### src/fba_pkg.sv
// Shared constants, operation codes and types for the frame bitmap allocator.
// No dependencies; compiled first.
`default_nettype none

package fba_pkg;

    // Word field widths
    localparam int OP_W    = 2;
    localparam int ADDR_W  = 27;
    localparam int FRAME_W = 15;

    // Bitmap geometry
    localparam int FBA_FRAME_COUNT = 32768;
    localparam int PAGE_BYTES      = 4096;
    localparam int PAGE_SHIFT      = $clog2(PAGE_BYTES);
    localparam int BITS_PER_WORD   = 32;
    localparam int BIT_IDX_W       = 5;
    localparam logic [BITS_PER_WORD-1:0] ALL_USED = 32'hFFFF_FFFF;

    // Operation codes
    localparam logic [OP_W-1:0] OP_ALLOC = 2'd0;
    localparam logic [OP_W-1:0] OP_MARK  = 2'd1;
    localparam logic [OP_W-1:0] OP_FREE  = 2'd2;
    localparam logic [OP_W-1:0] OP_TEST  = 2'd3;

    // Result of the free-bit search
    typedef struct packed {
        logic                 found;
        logic [BIT_IDX_W-1:0] bit_idx;
    } fba_find_t;

endpackage

`default_nettype wire

### src/fba_zero_find.sv
// Search unit: lowest clear bit of one bitmap word, with padding bits forced used.
// Depends on fba_pkg.
`default_nettype none

module fba_zero_find (
    input  wire logic [fba_pkg::BITS_PER_WORD-1:0] word,
    input  wire logic [fba_pkg::BITS_PER_WORD-1:0] pad_mask,
    output fba_pkg::fba_find_t                     result
);
    import fba_pkg::*;

    logic [BITS_PER_WORD-1:0] masked;

    always_comb
    begin
        masked         = word | pad_mask;
        result.found   = (masked != ALL_USED);
        result.bit_idx = '0;
        // priority encode, lowest clear bit wins
        for (int i = BITS_PER_WORD - 1; i >= 0; i--)
        begin
            if (!masked[i])
            begin
                result.bit_idx = BIT_IDX_W'(i);
            end
        end
    end

endmodule

`default_nettype wire
### config.mk
export PLATFORM = sky130hd
export DESIGN_NAME = fba_zero_find
export DESIGN_NICKNAME = d
export VERILOG_FILES = /design/src/fba_pkg.sv /design/src/fba_zero_find.sv
export SDC_FILE = /design/constraint.sdc
export NUM_CORES = 1
export LEC_CHECK = 0
export BUFFER_PORTS_ARGS = -buffer_cell sky130_fd_sc_hd__buf_2
export CORE_MARGIN = 2
export CORE_UTILIZATION = 35
export DETAILED_ROUTE_END_ITERATION = 8
export PLACE_DENSITY = 0.91
export SLEW_MARGIN = 20
export SYNTH_ARGS = -nofsm -noshare
export SYNTH_HDL_FRONTEND = slang
export SYNTH_SLANG_ARGS = --single-unit
### constraint.sdc
create_clock -name vclk -period 2.9
set_input_delay 0.435 -clock vclk [all_inputs]
set_output_delay 0.435 -clock vclk [all_outputs]
set_load 0.01 [all_outputs]
==> flow_summary.toml <==
[synth]
netlist_area_sq_um = 504
synth_top_area_share_pct = 17.4
synth_most_common_cell = "nor2_1"
ys_top_cells_by_area = "o22ai_1 (17%), nor2_1 (16%), o32ai_1 (6.9%), o22ai_2 (5.0%), a21oi_1 (4.0%)"
syn_area_per_cell_sq_um = 6.15
synth_top_cell_by_area = "o22ai_1"
yosysSeqAreaShare_pct = 0
synth_nets = 146
synth_warnings = 0
synth_commonest_cells = "nor2_1 (22), o22ai_1 (14), a21oi_1 (4), o21ai_0 (4), o32ai_1 (4)"
synth_cell_types = 29
synthCells = 82

[critical_path]
crit_end = "result[2]"
cp-end-kind = "output pin"
crit_path_start_kind = "primary input"
cp.required_ps = 2470
crit_start = "pad_mask[30]"
crit_path_max_fanout = 3
critPathKind = "primary input to output pin"
worstPathArrival_ps = 1740

[sta]
final.setup.tns_ps = 0
rsz0062_at_grt = "no"
max-slew-margin-rel_pct = 72.5
hold_viol = 0
timing.final.crit_share_pct = 74.8
holdWs_ps = 1320
fin_crit_ps = 2170
slew_viol_final = 0
finalSetupViolCount = 0
worstMarginPinSlew_ps = 401
max_freq_mhz = 461

[placed_design]
place_hpwl_um = 1810
dp_cells = 167
globalplace.congestion = 0.799
io_buffers = 70

[detailed_routing]
vias_per_cell = 5.86
drc = 0
drt_iter0_markers = 22
firstDrtPassIters = 4
wire_per_inst_um = 11.9
route.final.wire_length_um = 1990
final_antenna_net_count = 0
num_vias = 978

[floorplan]
core_sq_um = 1320
die_x_um = 42.0
num_rows = 13
start_util_pct = 38.3
die_area_sq_um = 1760
io_pins = 70
die_h_um = 42.0

[job]
drv_cap = 0

[global_route]
gr-total-overflow = 0
grt_pass1_wl_um = 3160
grt_antenna_before_repair = 0
track_usage_pct = 21.2
grt_pass1_vias = 817
grt_max_degree = 5

[finish]
multi_input_area_sq_um = 497
clock_buffers = 0
n_sequential_cell = 0
drive_above_1_share_pct = 49.3
diodes = 0
area_growth_pct = 73.2
final_cells = 167
nFillCells = 128
seq_area_sq_um = 0
fin_util_pct = 66.3
layout.nets = 218

[power_and_ir_drop]
ir_drop_mv = 0.0800
power_density_nw_per_um2 = 157
leakage_nw = 0.414

[outcome]
outcome = "finished, final reports clean"

[hold_path]
min_path_type = "primary input to output pin"

[cts]
postCtsSetupBuffers = 0
postCtsHoldBufs = 0
cts-resized-gates = 0
## worst min-delay path by stage
stage	startpoint	to	cells past startpoint
floorplan	word[1]	result[0]	3
global placement	word[1]	result[0]	5
detailed placement	word[1]	result[0]	5
CTS	word[1]	result[0]	5
global route	word[1]	result[0]	5
finish	word[1]	result[0]	5
## power by group
part | total, mW | switching, mW | internal (mW)
Combinational | 0.137 | 0.0694 | 0.0676
Clock | 0 | 0 | 0
Sequential | 0 | 0 | 0
Total | 0.137 | 0.0694 | 0.0676
## stage by stage
stage               power, mW  setup WS [ps]  instance area, sq um
finish                  0.137            730                   873
CTS                     0.136            770                   873
detailed placement      0.136            772                   873
global route            0.152            613                   873
global placement        0.132            818                   873
floorplan              0.0651           1060                   504
## cells in the final DEF (no fill, tap or decap)
| cell | count |
|---|---|
| buf_2 | 70 |
| nor2_1 | 22 |
| o22ai_1 | 14 |
| o21ai_0 | 4 |
| a21oi_1 | 4 |
| o32ai_1 | 4 |
| o21ai_1 | 2 |
| nor3_1 | 2 |
| nand3_1 | 2 |
| o22ai_2 | 2 |
| inv_1 | 2 |
| nor4_1 | 2 |
| a2111oi_0 | 2 |
| o221ai_1 | 2 |
| o32a_1 | 2 |
| o211ai_1 | 2 |
| or2_1 | 1 |
| nor3_4 | 1 |
| nor2_2 | 1 |
| o311ai_1 | 1 |
| a211oi_1 | 1 |
| o22a_1 | 1 |
| o21bai_1 | 1 |
| or2_0 | 1 |
| a311oi_1 | 1 |
| nor4_2 | 1 |
| nand2_1 | 1 |
| or3b_1 | 1 |
| a31oi_1 | 1 |
| and2_1 | 1 |
## layout make-up
cell class         instances  share of cell area, %
well taps                 15                   2.15
inverters                  2                  0.860
multi-input cells         80                   56.9
repair buffers            70                   40.1
## critical path, stage by stage
cell	delay (ps)
buf_2	100
o22ai_1	250
nor2_1	70
o311ai_1	340
nand3_1	140
a211oi_1	220
buf_2	170
## routing by layer
metal,vias to the layer above,GRT usage (%),share of wire [%]
met3,0,2.61,11
met5,-,0,0
met2,62,40.3,49
met1,425,26.2,39
li1,491,-,-
met4,0,0.645,0
## cell families (layout without fill, tap and decap cells)
logic type | count (synthesis) | in the layout | synth area share, %
buffers and inverters | 2 | 72 | 1.49
AOI/OAI and AO/OA | 44 | 44 | 62.5
and+or+nand+nor | 36 | 36 | 36.0
Power figures use the tool's default switching activity.
